File: config.mk
export PLATFORM = sky130hd
export DESIGN_NAME = resource_graph_deadlock_manager_core
export DESIGN_NICKNAME = d
export VERILOG_FILES = /design/src/design/rgdm_pkg.sv /design/src/design/resource_graph_deadlock_manager_core.sv /design/src/design/rgdm_store.sv /design/src/design/rgdm_detect.sv
export SDC_FILE = /design/constraint.sdc
export NUM_CORES = 1
export LEC_CHECK = 0
export BUFFER_PORTS_ARGS = -buffer_cell sky130_fd_sc_hd__buf_4
export CAP_MARGIN = 20
export CORE_UTILIZATION = 55
export CTS_BUF_LIST = sky130_fd_sc_hd__clkbuf_16
export CTS_CLUSTER_SIZE = 28
export DETAILED_ROUTE_END_ITERATION = 12
export PLACE_DENSITY = 0.73
export RECOVER_POWER = 50
export SLEW_MARGIN = 20
export SYNTH_ARGS = -nofsm -noshare
export SYNTH_HDL_FRONTEND = slang
export SYNTH_HIERARCHICAL = 1
export SYNTH_SLANG_ARGS = --single-unit
File: constraint.sdc
create_clock -name clk_i -period 10.85 [get_ports clk_i]
set_clock_uncertainty 0.1 [all_clocks]
set_input_delay 3.255 -clock clk_i [delete_from_list [all_inputs] [get_ports clk_i]]
set_output_delay 3.255 -clock clk_i [all_outputs]
set_load 0.005 [all_outputs]
File: src/design/rgdm_pkg.sv
`timescale 1ns / 1ps
// ----------------------------------------------------------------------------
// rgdm_pkg: shared types and constants of the deadlock manager
// Item layouts, command and register codes, store operations, state machine
// encodings and the status bundle of the cycle detector.
// ----------------------------------------------------------------------------
package rgdm_pkg;

  // field widths fixed by the item layout
  localparam int CMD_W     = 3;
  localparam int IDX_W     = 4;
  localparam int CNT_W     = 5;
  localparam int CFG_IDX_W = 1;

  // command codes
  localparam logic [CMD_W-1:0] CMD_REQUEST  = 3'd0;
  localparam logic [CMD_W-1:0] CMD_ALLOCATE = 3'd1;
  localparam logic [CMD_W-1:0] CMD_RELEASE  = 3'd2;
  localparam logic [CMD_W-1:0] CMD_DETECT   = 3'd3;
  localparam logic [CMD_W-1:0] CMD_RECOVER  = 3'd4;

  // configuration register indexes
  localparam logic [CFG_IDX_W-1:0] CFG_PROCESS_COUNT  = 1'b0;
  localparam logic [CFG_IDX_W-1:0] CFG_RESOURCE_COUNT = 1'b1;

  // count registers after reset
  localparam logic [CNT_W-1:0] COUNT_RESET = 5'd16;

  // input item
  typedef struct packed {
    logic [CMD_W-1:0] cmd;
    logic [IDX_W-1:0] process;
    logic [IDX_W-1:0] resource;
  } in_item_t;

  // result item
  typedef struct packed {
    logic deadlock;
    logic changed;
  } out_item_t;

  // matrix store operations
  typedef enum logic [1:0] {
    ST_NONE,
    ST_SET_REQ,
    ST_ALLOC,
    ST_RELEASE
  } st_op_e;

  // command sequencer states
  typedef enum logic [2:0] {
    CTL_IDLE,
    CTL_DETECT,
    CTL_SCAN,
    CTL_REC_DET,
    CTL_FINAL_DET,
    CTL_RESP
  } ctl_state_e;

  // cycle detector states
  typedef enum logic [1:0] {
    DET_IDLE,
    DET_GATHER,
    DET_PEEL
  } det_state_e;

  // cycle detector status toward the sequencer
  typedef struct packed {
    logic busy;
    logic done;
    logic dead;
  } det_status_t;

endpackage

File: src/design/resource_graph_deadlock_manager_core.sv
`timescale 1ns / 1ps
// ----------------------------------------------------------------------------
// resource_graph_deadlock_manager_core: wait-for graph deadlock manager
// Keeps request and allocation matrices for single-instance resources and
// runs request, allocate, release, detect and recover commands.
//
//   channel  direction  handshake                 payload
//   in       to core    in_valid_i / in_stall_o    in_item_i (cmd, process, resource)
//   out      from core  out_valid_o / out_stall_i  out_item_o (deadlock, changed)
//   cfg      to core    cfg_we_i                   cfg_idx_i, cfg_data_i
//
// Request, allocate, release and unknown codes: the result goes from the response
// state into the output register. Detect: a gather pass over the processes in use,
// then the peeling loop, one process per cycle, until a pass removes nothing.
// Recover: a scan of the cells in use plus one detect after each release.
// A new item is taken while the previous result waits in the output register.
// Reset clears the matrices and free flags at once; no clearing pass.
// ----------------------------------------------------------------------------
module resource_graph_deadlock_manager_core
  import rgdm_pkg::*;
#(
  parameter int MAX_PROCESSES = 16,
  parameter int MAX_RESOURCES = 16
) (
  input  logic                 clk_i,
  input  logic                 rst_ni,
  input  logic                 in_valid_i,
  output logic                 in_stall_o,
  input  in_item_t             in_item_i,
  output logic                 out_valid_o,
  input  logic                 out_stall_i,
  output out_item_t            out_item_o,
  input  logic                 cfg_we_i,
  input  logic [CFG_IDX_W-1:0] cfg_idx_i,
  input  logic [CNT_W-1:0]     cfg_data_i
);

  localparam int PW  = $clog2(MAX_PROCESSES);
  localparam int RW  = (MAX_RESOURCES > 1) ? $clog2(MAX_RESOURCES) : 1;
  localparam int PCW = $clog2(MAX_PROCESSES + 1);
  localparam int RCW = $clog2(MAX_RESOURCES + 1);

  ctl_state_e      state_q, state_d;
  logic [CNT_W-1:0] proc_cnt_q, res_cnt_q;
  logic [PCW-1:0]   pcur_q, pcur_d;
  logic [RCW-1:0]   rcur_q, rcur_d;
  logic             scan_end_q, scan_end_d;
  logic             dead_q, dead_d;
  logic             changed_q, changed_d;
  logic             out_valid_q;
  out_item_t        out_q;

  logic [PCW-1:0]           pc_eff;
  logic [RCW-1:0]           rc_eff;
  logic [PW-1:0]            row_sel;
  logic [RW-1:0]            col_sel;
  st_op_e                   st_op;
  logic [MAX_RESOURCES-1:0] req_row, alloc_row, free_row;
  logic [PW-1:0]            det_row;
  det_status_t              det_status;
  logic                     det_start;
  logic                     in_accept;
  logic                     in_range;
  logic                     p_last, r_last;
  logic                     resp_load;

  // configuration registers
  always_ff @(posedge clk_i or negedge rst_ni) begin
    if (!rst_ni) begin
      proc_cnt_q <= COUNT_RESET;
      res_cnt_q  <= COUNT_RESET;
    end else if (cfg_we_i) begin
      case (cfg_idx_i)
        CFG_PROCESS_COUNT:  proc_cnt_q <= cfg_data_i;
        CFG_RESOURCE_COUNT: res_cnt_q  <= cfg_data_i;
        default: begin
        end
      endcase
    end
  end

  // counts saturated to the array sizes
  assign pc_eff = (int'(proc_cnt_q) > MAX_PROCESSES) ? PCW'(MAX_PROCESSES) : PCW'(proc_cnt_q);
  assign rc_eff = (int'(res_cnt_q) > MAX_RESOURCES) ? RCW'(MAX_RESOURCES) : RCW'(res_cnt_q);

  assign in_stall_o = (state_q != CTL_IDLE);
  assign in_accept  = in_valid_i && !in_stall_o;
  assign in_range   = (int'(in_item_i.process) < int'(pc_eff))
                   && (int'(in_item_i.resource) < int'(rc_eff));
  assign p_last     = (pcur_q == pc_eff - PCW'(1));
  assign r_last     = (rcur_q == rc_eff - RCW'(1));
  assign resp_load  = (state_q == CTL_RESP) && (!out_valid_q || !out_stall_i);

  // matrix store
  rgdm_store #(
    .MAX_PROCESSES(MAX_PROCESSES),
    .MAX_RESOURCES(MAX_RESOURCES)
  ) u_store (
    .clk_i      (clk_i),
    .rst_ni     (rst_ni),
    .row_i      (row_sel),
    .col_i      (col_sel),
    .op_i       (st_op),
    .req_row_o  (req_row),
    .alloc_row_o(alloc_row),
    .free_o     (free_row)
  );

  // cycle detector
  rgdm_detect #(
    .MAX_PROCESSES(MAX_PROCESSES),
    .MAX_RESOURCES(MAX_RESOURCES)
  ) u_detect (
    .clk_i      (clk_i),
    .rst_ni     (rst_ni),
    .start_i    (det_start),
    .pc_eff_i   (pc_eff),
    .rc_eff_i   (rc_eff),
    .req_row_i  (req_row),
    .alloc_row_i(alloc_row),
    .row_o      (det_row),
    .status_o   (det_status)
  );

  // command sequencer
  always_comb begin
    state_d    = state_q;
    pcur_d     = pcur_q;
    rcur_d     = rcur_q;
    scan_end_d = scan_end_q;
    dead_d     = dead_q;
    changed_d  = changed_q;
    row_sel    = det_row;
    col_sel    = rcur_q[RW-1:0];
    st_op      = ST_NONE;
    det_start  = 1'b0;
    case (state_q)
      CTL_IDLE: begin
        row_sel = PW'(in_item_i.process);
        col_sel = RW'(in_item_i.resource);
        if (in_accept) begin
          dead_d    = 1'b0;
          changed_d = 1'b0;
          state_d   = CTL_RESP;
          case (in_item_i.cmd)
            CMD_REQUEST: begin
              if (in_range && !req_row[col_sel]) begin
                st_op     = ST_SET_REQ;
                changed_d = 1'b1;
              end
            end
            CMD_ALLOCATE: begin
              if (in_range && free_row[col_sel] && req_row[col_sel]) begin
                st_op     = ST_ALLOC;
                changed_d = 1'b1;
              end
            end
            CMD_RELEASE: begin
              if (in_range && alloc_row[col_sel]) begin
                st_op     = ST_RELEASE;
                changed_d = 1'b1;
              end
            end
            CMD_DETECT: begin
              det_start = 1'b1;
              state_d   = CTL_DETECT;
            end
            CMD_RECOVER: begin
              pcur_d     = '0;
              rcur_d     = '0;
              scan_end_d = 1'b0;
              if (pc_eff == '0 || rc_eff == '0) begin
                det_start = 1'b1;
                state_d   = CTL_FINAL_DET;
              end else begin
                state_d = CTL_SCAN;
              end
            end
            default: begin
            end
          endcase
        end
      end
      CTL_DETECT: begin
        if (det_status.done) begin
          dead_d  = det_status.dead;
          state_d = CTL_RESP;
        end
      end
      CTL_SCAN: begin
        // one cell per cycle while no detect runs, process-major then resource
        row_sel    = pcur_q[PW-1:0];
        scan_end_d = p_last && r_last;
        if (r_last) begin
          rcur_d = '0;
          pcur_d = pcur_q + PCW'(1);
        end else begin
          rcur_d = rcur_q + RCW'(1);
        end
        if (alloc_row[col_sel]) begin
          st_op     = ST_RELEASE;
          changed_d = 1'b1;
          det_start = 1'b1;
          state_d   = CTL_REC_DET;
        end else if (p_last && r_last) begin
          det_start = 1'b1;
          state_d   = CTL_FINAL_DET;
        end
      end
      CTL_REC_DET: begin
        if (det_status.done) begin
          if (!det_status.dead) begin
            dead_d  = 1'b0;
            state_d = CTL_RESP;
          end else if (scan_end_q) begin
            dead_d  = 1'b1;
            state_d = CTL_RESP;
          end else begin
            state_d = CTL_SCAN;
          end
        end
      end
      CTL_FINAL_DET: begin
        if (det_status.done) begin
          dead_d  = det_status.dead;
          state_d = CTL_RESP;
        end
      end
      CTL_RESP: begin
        if (resp_load) begin
          state_d = CTL_IDLE;
        end
      end
      default: begin
        state_d = CTL_IDLE;
      end
    endcase
  end

  // sequencer registers
  always_ff @(posedge clk_i or negedge rst_ni) begin
    if (!rst_ni) begin
      state_q    <= CTL_IDLE;
      pcur_q     <= '0;
      rcur_q     <= '0;
      scan_end_q <= 1'b0;
    end else begin
      state_q    <= state_d;
      pcur_q     <= pcur_d;
      rcur_q     <= rcur_d;
      scan_end_q <= scan_end_d;
    end
  end

  // pending result bits
  always_ff @(posedge clk_i) begin
    dead_q    <= dead_d;
    changed_q <= changed_d;
  end

  // output register
  always_ff @(posedge clk_i or negedge rst_ni) begin
    if (!rst_ni) begin
      out_valid_q <= 1'b0;
    end else if (resp_load) begin
      out_valid_q <= 1'b1;
    end else if (!out_stall_i) begin
      out_valid_q <= 1'b0;
    end
  end

  always_ff @(posedge clk_i) begin
    if (resp_load) begin
      out_q <= '{deadlock: dead_q, changed: changed_q};
    end
  end

  assign out_valid_o = out_valid_q;
  assign out_item_o  = out_q;

  // detector is only started while at rest
  a_start_free: assert property (@(posedge clk_i) disable iff (!rst_ni)
    det_start |-> !det_status.busy)
    else $error("detector started while busy");

  // detector completion lands only where the sequencer waits for it
  a_done_waited: assert property (@(posedge clk_i) disable iff (!rst_ni)
    det_status.done |-> (state_q == CTL_DETECT || state_q == CTL_REC_DET
                         || state_q == CTL_FINAL_DET))
    else $error("detector finished with nobody waiting");

  // matrices change only on an accepted item or during the recover scan
  a_store_write: assert property (@(posedge clk_i) disable iff (!rst_ni)
    (st_op != ST_NONE) |-> (state_q == CTL_SCAN || in_accept))
    else $error("store written outside a command");

  // a held-back result keeps the sequencer from taking new items
  a_resp_hold: assert property (@(posedge clk_i) disable iff (!rst_ni)
    (state_q == CTL_RESP && out_valid_q && out_stall_i) |=> state_q == CTL_RESP)
    else $error("result dropped while output stalled");

endmodule

File: src/design/rgdm_store.sv
`timescale 1ns / 1ps
// ----------------------------------------------------------------------------
// rgdm_store: request and allocation matrices with resource free flags
// One row of resource bits per process in each matrix, read at one shared
// row address, updated by one operation per cycle.
// ----------------------------------------------------------------------------
module rgdm_store
  import rgdm_pkg::*;
#(
  parameter int MAX_PROCESSES = 16,
  parameter int MAX_RESOURCES = 16,
  localparam int PW = $clog2(MAX_PROCESSES),
  localparam int RW = (MAX_RESOURCES > 1) ? $clog2(MAX_RESOURCES) : 1
) (
  input  logic                     clk_i,
  input  logic                     rst_ni,
  input  logic [PW-1:0]            row_i,
  input  logic [RW-1:0]            col_i,
  input  st_op_e                   op_i,
  output logic [MAX_RESOURCES-1:0] req_row_o,
  output logic [MAX_RESOURCES-1:0] alloc_row_o,
  output logic [MAX_RESOURCES-1:0] free_o
);

  logic [MAX_RESOURCES-1:0] req_q   [MAX_PROCESSES];
  logic [MAX_RESOURCES-1:0] alloc_q [MAX_PROCESSES];
  logic [MAX_RESOURCES-1:0] free_q;

  // row read at the shared address
  assign req_row_o   = req_q[row_i];
  assign alloc_row_o = alloc_q[row_i];
  assign free_o      = free_q;

  // single bit updates
  always_ff @(posedge clk_i or negedge rst_ni) begin
    if (!rst_ni) begin
      for (int k = 0; k < MAX_PROCESSES; k++) begin
        req_q[k]   <= '0;
        alloc_q[k] <= '0;
      end
      free_q <= '1;
    end else begin
      case (op_i)
        ST_SET_REQ: begin
          req_q[row_i][col_i] <= 1'b1;
        end
        ST_ALLOC: begin
          alloc_q[row_i][col_i] <= 1'b1;
          req_q[row_i][col_i]   <= 1'b0;
          free_q[col_i]         <= 1'b0;
        end
        ST_RELEASE: begin
          alloc_q[row_i][col_i] <= 1'b0;
          free_q[col_i]         <= 1'b1;
        end
        default: begin
        end
      endcase
    end
  end

endmodule

File: src/design/rgdm_detect.sv
`timescale 1ns / 1ps
// ----------------------------------------------------------------------------
// rgdm_detect: iterative wait-for cycle detector
// Gathers the resources held by live processes, then peels processes whose
// requests meet no live holder, one process per cycle through one shared
// row test, until a whole pass removes nothing. Survivors mean a cycle.
// ----------------------------------------------------------------------------
module rgdm_detect
  import rgdm_pkg::*;
#(
  parameter int MAX_PROCESSES = 16,
  parameter int MAX_RESOURCES = 16,
  localparam int PW  = $clog2(MAX_PROCESSES),
  localparam int PCW = $clog2(MAX_PROCESSES + 1),
  localparam int RCW = $clog2(MAX_RESOURCES + 1)
) (
  input  logic                     clk_i,
  input  logic                     rst_ni,
  input  logic                     start_i,
  input  logic [PCW-1:0]           pc_eff_i,
  input  logic [RCW-1:0]           rc_eff_i,
  input  logic [MAX_RESOURCES-1:0] req_row_i,
  input  logic [MAX_RESOURCES-1:0] alloc_row_i,
  output logic [PW-1:0]            row_o,
  output det_status_t              status_o
);

  det_state_e               state_q, state_d;
  logic [PCW-1:0]           cur_q, cur_d;
  logic [MAX_RESOURCES-1:0] held_q, held_d;
  logic [MAX_PROCESSES-1:0] alive_q, alive_d;
  logic                     progress_q, progress_d;
  logic                     dead_q, dead_d;
  logic                     done_q, done_d;

  logic [MAX_PROCESSES-1:0] proc_mask;
  logic [MAX_RESOURCES-1:0] res_mask;
  logic [PW-1:0]            cur_idx;
  logic                     cur_last;
  logic                     blocked;
  logic                     removed;

  // masks of the processes and resources in use
  always_comb begin
    for (int k = 0; k < MAX_PROCESSES; k++) begin
      proc_mask[k] = (k < int'(pc_eff_i));
    end
    for (int k = 0; k < MAX_RESOURCES; k++) begin
      res_mask[k] = (k < int'(rc_eff_i));
    end
  end

  assign cur_idx  = cur_q[PW-1:0];
  assign cur_last = (cur_q == pc_eff_i - PCW'(1));
  assign row_o    = cur_idx;

  // shared row test: does this process want a resource a live process holds
  assign blocked = |(req_row_i & res_mask & held_q);
  assign removed = (state_q == DET_PEEL) && alive_q[cur_idx] && !blocked;

  // next state and datapath
  always_comb begin
    state_d    = state_q;
    cur_d      = cur_q;
    held_d     = held_q;
    alive_d    = alive_q;
    progress_d = progress_q;
    dead_d     = dead_q;
    done_d     = 1'b0;
    case (state_q)
      DET_IDLE: begin
        if (start_i) begin
          cur_d      = '0;
          held_d     = '0;
          alive_d    = proc_mask;
          progress_d = 1'b0;
          if (pc_eff_i == '0) begin
            dead_d = 1'b0;
            done_d = 1'b1;
          end else begin
            state_d = DET_GATHER;
          end
        end
      end
      DET_GATHER: begin
        held_d = held_q | alloc_row_i;
        if (cur_last) begin
          cur_d   = '0;
          state_d = DET_PEEL;
        end else begin
          cur_d = cur_q + PCW'(1);
        end
      end
      DET_PEEL: begin
        if (removed) begin
          alive_d[cur_idx] = 1'b0;
          held_d           = held_q & ~alloc_row_i;
          progress_d       = 1'b1;
        end
        if (cur_last) begin
          cur_d      = '0;
          progress_d = 1'b0;
          // a pass without removals is the fixed point
          if (!(progress_q || removed)) begin
            dead_d  = |alive_d;
            done_d  = 1'b1;
            state_d = DET_IDLE;
          end
        end else begin
          cur_d = cur_q + PCW'(1);
        end
      end
      default: begin
        state_d = DET_IDLE;
      end
    endcase
  end

  // state register
  always_ff @(posedge clk_i or negedge rst_ni) begin
    if (!rst_ni) begin
      state_q    <= DET_IDLE;
      cur_q      <= '0;
      progress_q <= 1'b0;
      done_q     <= 1'b0;
      dead_q     <= 1'b0;
    end else begin
      state_q    <= state_d;
      cur_q      <= cur_d;
      progress_q <= progress_d;
      done_q     <= done_d;
      dead_q     <= dead_d;
    end
  end

  // working sets
  always_ff @(posedge clk_i) begin
    held_q  <= held_d;
    alive_q <= alive_d;
  end

  assign status_o = '{busy: (state_q != DET_IDLE), done: done_q, dead: dead_q};

  // a start only arrives while the detector rests
  a_start_idle: assert property (@(posedge clk_i) disable iff (!rst_ni)
    start_i |-> state_q == DET_IDLE)
    else $error("detect started while busy");

  // completion is a single cycle pulse
  a_done_pulse: assert property (@(posedge clk_i) disable iff (!rst_ni)
    done_q |=> !done_q)
    else $error("detect done held longer than one cycle");

  // peeling never revives a process
  a_alive_shrinks: assert property (@(posedge clk_i) disable iff (!rst_ni)
    (state_q == DET_PEEL && state_d == DET_PEEL) |=> ((alive_q & ~$past(alive_q)) == '0))
    else $error("process revived during peeling");

endmodule

Yosys cells after proc, flatten, opt, wreduce, memory -nomap -nowiden
Index checks and enable logic that the tools add are counted.
{ "word_totals": {"regBits": 599, "elab_cells": 310} }
{ "classes": {"addsub": 5, "n_lt_le_gt_ge": 44, "eq_ne": 35, "n_mux": 107, "bitwise": 17, "reduce_logical": 51} }
{ "ops": {"columns": ["cell", "n"], "rows": [
  ["one-hot mux 256 bit (2 select lines)", 2],
  ["AND 256 bit", 2],
  ["OR 256 bit", 2],
  ["inverter 256 bit", 1],
  ["2-to-1 mux 16 bit", 10],
  ["binary-select mux 16 bit (select 4 bit)", 2],
  ["AND 16 bit", 5],
  ["less-than comparator 4 x 5 -> 1 bit, first input constant", 16],
  ["demux 16 bit (select 4 bit)", 1],
  ["one-hot mux 16 bit (2 select lines)", 2],
  ["inverter 16 bit", 3],
  ["one-hot mux 16 bit (3 select lines)", 1],
  ["less-than comparator 3 x 5 -> 1 bit, first input constant", 8],
  ["2-to-1 mux 5 bit", 8],
  ["2-to-1 mux 1 bit", 37],
  ["OR 16 bit", 2],
  ["OR reduction 16 bit", 2],
  ["one-hot mux 5 bit (2 select lines)", 3],
  ["2-to-1 mux 3 bit", 9],
  ["binary-select mux 1 bit (select 4 bit)", 5],
  ["less-than comparator 1 x 5 -> 1 bit, first input constant", 4],
  ["less-than comparator 2 x 5 -> 1 bit, first input constant", 4],
  ["less-than comparator 4 x 5 -> 1 bit, second input constant", 4],
  ["AND reduction 5 bit", 4],
  ["41 further kinds", 122]
]} }

Logic depth before layout (Yosys ltp)
{ "logic_depth": {"depth_word": 17, "mapped_depth": 25, "ltp_nobuf": 16} }

Cells and area by module
The synthesis kept the hierarchy.
{ "by_module_without_submodules": {"columns": ["module", "n_inst", "cells_each", "area_per_inst_um2"], "rows": [
  ["rgdm_store", 1, 2275, 26500.4],
  ["rgdm_detect", 1, 340, 3079.2],
  ["resource_graph_deadlock_manager_core", 1, 280, 2678.8]
]} }

Worst setup path after synthesis
OpenSTA, ideal clock, no wires.
{ "synth_path": {"kind": "input -> register", "startpoint": "in in_item_i[4] (netlist bit)", "endpoint": "reg u_detect.held_q[0], enable pin", "setup_ns": 0.414, "arrival_ns": 7.877, "t_required_ns": 10.336, "path_slack_ns": 2.459, "path_stages": 15, "path_buffers": 4, "path_cell_list": "mux2i_1 > a21oi_1 > buf_2 > buf_2 > buf_2 > mux4_2 > a22oi_1 > nand2_1 > a32o_1 > a2111oi_0 > o211ai_1 > or4b_4 > or2_2 > buf_2 > a211oi_1"} }
{ "synth_via": {"elab_chain_len": 12} }
{ "synth_lines": {"columns": ["element", "line", "text"], "rows": [
  ["start, declared", "resource_graph_deadlock_manager_core.sv:29", "input in_item_t in_item_i,"],
  ["one-hot mux 4 bit (2 select lines)", "resource_graph_deadlock_manager_core.sv:137", "case (state_q)"],
  ["net row_sel[0]", "resource_graph_deadlock_manager_core.sv:55", "logic [PW-1:0] row_sel;"],
  ["inverter 4 -> 5 bit (not written as such)", "rgdm_store.sv:30", "assign req_row_o = req_q[row_i];"],
  ["binary-select mux 16 bit (select 4 bit)", "rgdm_store.sv:30", null],
  ["2-to-1 mux 16 bit (not written as such) (2 in series)", "rgdm_store.sv:30", null],
  ["net req_row[2]", "resource_graph_deadlock_manager_core.sv:58", "logic [MAX_RESOURCES-1:0] req_row, alloc_row, free_row;"],
  ["AND 16 bit (2 in series)", "rgdm_detect.sv:58", "assign blocked = |(req_row_i & res_mask & held_q);"],
  ["OR reduction 16 bit", "rgdm_detect.sv:58", null],
  ["logical NOT 1 bit", "rgdm_detect.sv:59", "assign removed = (state_q == DET_PEEL) && alive_q[cur_idx] && !blocked;"],
  ["logical AND 1 bit", "rgdm_detect.sv:59", null],
  ["inequality test 2 x 1 -> 1 bit (no source line)", null, null],
  ["AND reduction 3 bit (no source line)", null, null],
  ["end signal, assigned", "rgdm_detect.sv:138", "held_q <= held_d;"],
  ["end, declared", "rgdm_detect.sv:30", "logic [MAX_RESOURCES-1:0] held_q, held_d;"]
]} }
The timed path passes the listed nets, and every way through them passes these cells. The select of a mux whose other input is x is not followed.
A chain may end at the register's enable or synchronous reset.

==> summary.md <==
| Metric | Value |
|---|---|
| Clock root buffer | `clkbuf_16` |
| Largest family of logic cells by synthesized area | `compound AO/OA/AOI/OAI gates` |
| Slew headroom | `-190%` |
| Worst min-delay path category | `reg2reg` |
| Critical path class | `in2reg` |
| Worst setup EP type | `register` |
| PortBufs | `25` |
| Synth Area in Adders | `0.892%` |
| Final min period | `9.55 ns` |
| Drt initial violations | `3331` |
| Area leader, netlist | `dfrtp_1` |
| Avg Synthesized Cell Area | `11.1 sq um` |
| Resize count post-CTS | `0` |
| Antenna-violating nets left | `0` |
| CTS Sinks | `599` |
| Worst-path cell chain | `clkbuf_1, mux2i_1, a21oi_4, and2_0, buf_16, a22oi_1, nand2_1, mux4_2, a22oi_1, and3_1, o21bai_1, and2_1, o21ai_0, ha_1, or2_4, buf_12, a31oi_1, a21oi_1` |
| Net switching share of the total power | `41.0%` |
| Syn nets | `2940` |
| Crit path max-delay family | `simple AND/OR/NAND/NOR gates` |
| Fin crit share | `88.0%` |
| CTS Hold Bufs | `0` |
| Part of the power in registers | `34.2%` |
| Power Internal | `0.00430 W` |
| Max Clock Freq | `0.105 GHz` |
| Power Total | `0.00728 W` |
| Multi-input gate area | `0.0152 sq mm` |
| Post-CTS Setup Repair Bufs | `0` |
| First-pass DRT Iterations | `6` |
| Largest net degree at the start of global routing | `257` |
| Worst Path Max Fanout | `95` |
| GRT Overall Usage | `30.8%` |
| CP peak stage delay | `1.51 ns` |
| Total vias in the final route | `25675` |
| Max IR drop VDD | `0.000264 V` |
| Number of synthesized flops with an enable pin | `36` |
| Area growth, synth to finish | `6.21%` |
| Chip height | `244 um` |
| Setup TNS | `0 ns` |
| Worst-margin pin slew | `4.35 ns` |
| Num CTS Buffers | `61` |
| Insertion delay to the later sink of the worst-skew pair | `0.65 ns` |
| Compound-gate portion of the synthesized area | `26.7%` |
| Post-DP HPWL | `52.6 mm` |
| Fill cells | `4569` |
| WL/cell | `26.5 um` |
| First-pass GRT wire length | `146 mm` |
| Most common cell in the netlist | `dfrtp_1` |
| Starting Density | `55.8%` |
| Initial antenna violation count | `0` |
| YS warnings | `6` |
| P per Cell Area | `213 mW/mm^2` |
| Clock Path Buffers | `3` |
| CP max stage cell | `and2_0` |
| Total wire length | `92.0 mm` |
| Vias in the first global route | `25251` |
| Setup violators final | `0` |
| RSZ-0062 raised after global routing | `false` |
| Vias per inst | `7.41` |
| Mux contribution to synthesized area | `11.3%` |
| Total congestion overflow | `0` |
| Number of distinct library cells after synthesis | `91` |
| Area of the die | `0.0596 sq mm` |
| Synth Instances | `2895` |
| Synth top area share | `42.3%` |
| Sequential Area | `0.0152 sq mm` |
| Number of remaining DRC errors | `0` |
| I/O pins | `26` |
| Ant diodes | `0` |
| Max-Cap Viols | `7` |
| Post-Synth Simple-Gate Area | `6.95%` |
| CORE AREA | `0.0578 sq mm` |
| Share of layout cells above drive strength 1 | `17.0%` |
| Final nets | `2694` |
| Clk pwr share | `28.4%` |
| Status | `complete, but fails checks` |
| Crit-path most repeated cell | `a22oi_1` |
| Clock slew at reported path FFs | `0.06 ns` |
| Post-Synth XOR/XNOR Area | `0.434%` |
| Failing checks | `max-capacitance violations, max-slew violations` |
| Lkg Pwr | `13.9 nW` |
| WP buf/inv | `3` |
| Final Max Slew Viols | `402` |
| Post-Syn Area | `0.0323 sq mm` |
| Die extent in x | `244 um` |
| Ys flop type | `dfrtp_1` |
| Synth async-reset ratio | `94.0%` |
| CTS tree | `built` |
| CP Data Arrival Time | `9.99 ns` |
| Comb power frac | `37.3%` |
| Final hold viol count | `0` |
| Post-synthesis sequential area ratio | `47.1%` |
| Net switching power | `0.00299 W` |
| Core Rows | `88` |
| Top post-synthesis cells by count | `545 x dfrtp_1, 497 x o31ai_1, 296 x a21oi_1` |
| #FFs+latches synth | `599` |
| Worst path required time | `11.29 ns` |
| Gpl congestion | `0.934` |
| Type of origin of the critical path | `primary input` |
| Synth top area cells | `dfrtp_1 42%, o31ai_1 12%, mux4_2 10%` |
| H-tree levels | `2` |
layer usage:
metal	GRT usage, %	routed length, um	share of wire [%]
met5	0	0	0
met2	47.4	42700	46
met4	10.8	2640	2.9
met1	43.2	36900	40
met3	7.03	9770	11
layout by cell type, fill, tap and decap left out, types with 12 or more instances in the layout:
| master | instances |
|---|---|
| dfstp_2 | 18 |
| nor3_1 | 13 |
| nor2b_1 | 12 |
| edfxtp_1 | 36 |
| o21ai_0 | 51 |
| a21o_1 | 19 |
| a31oi_1 | 260 |
| o31ai_1 | 497 |
| ha_1 | 22 |
| clkinv_1 | 13 |
| a22oi_1 | 73 |
| clkbuf_16 | 64 |
| nand2b_1 | 17 |
| nor2_1 | 61 |
| a21oi_1 | 292 |
| o31ai_2 | 22 |
| mux2_2 | 20 |
| dfrtp_1 | 545 |
| mux4_2 | 147 |
| buf_4 | 66 |
| nand2_1 | 99 |
| nand3_1 | 17 |
| nor2_2 | 12 |
| inv_1 | 55 |
power by group through the flow:
stage	combinational [W]	sequential (W)	clock, W
6_report	0.00272	0.00249	0.00207
5_1_grt	0.00285	0.00250	0.00218
2_1_floorplan	0.00193	0.00245	0
4_1_cts	0.00265	0.00249	0.00209
3_3_place_gp	0.00256	0.00252	0
3_5_place_dp	0.00264	0.00253	0
worst reg2reg max path, delay by kind of cell, from the launching register on:
kind | cells | cell delay, ns
and+or+nand+nor | 5 | 2.96
AOI/OAI and AO/OA | 7 | 2.05
DFF | 1 | 0.76
buffers and inverters | 2 | 0.71
muxes | 2 | 0.55
adders and majority gates | 1 | 0.45
per-stage QoR:
stage          setup slack, ns  cell area, sq um  cells  hold slack [ns]  util, %
5_1_grt                  0.912             34300   3465            0.336     59.3
3_3_place_gp              1.47             32200   3346            0.317     55.8
4_1_cts                   2.09             34300   3462            0.323     59.3
2_1_floorplan             2.46             32300   2895            0.300        -
3_5_place_dp              1.43             32300   3348            0.309     55.9
6_report                  1.30             34300   3465            0.320     59.3
logic make-up (layout without fill, tap and decap cells):
| group | after synthesis | in the layout |
|---|---|---|
| AO/OA/AOI/OAI | 1281 | 1281 |
| buffers and inverters | 443 | 248 |
| AND/OR/NAND/NOR | 356 | 356 |
| multiplexers | 177 | 177 |
| flip-flops | 599 | 599 |
| XOR/XNOR | 16 | 16 |
| adder cells (fa/ha/maj) | 23 | 23 |
layout make-up:
cell class	instances	area share [%]
Multi-Input combinational cell	1853	44.2
Inverter	40	0.438
Clock buffer	64	4.67
Timing Repair Buffer	94	2.48
Clock inverter	50	1.03
Tap cell	765	2.79
Sequential cell	599	44.3
final timing paths:
path                         startpoint       endpoint  slack (ns)  cells after the start
max reg2reg                  state_q[1]       register        3.15                     17
min in group asynchronous        rst_ni      async pin        2.63                      1
min                              dead_q  out_item_o[1]        0.32                      0
max                        in_item_i[7]       register        1.30                     18
max in group asynchronous        rst_ni      async pin        2.15                      3
min reg2reg                      dead_q  out_item_o[1]        0.32                      0
Note: power is estimated with default switching activity, not from simulation.
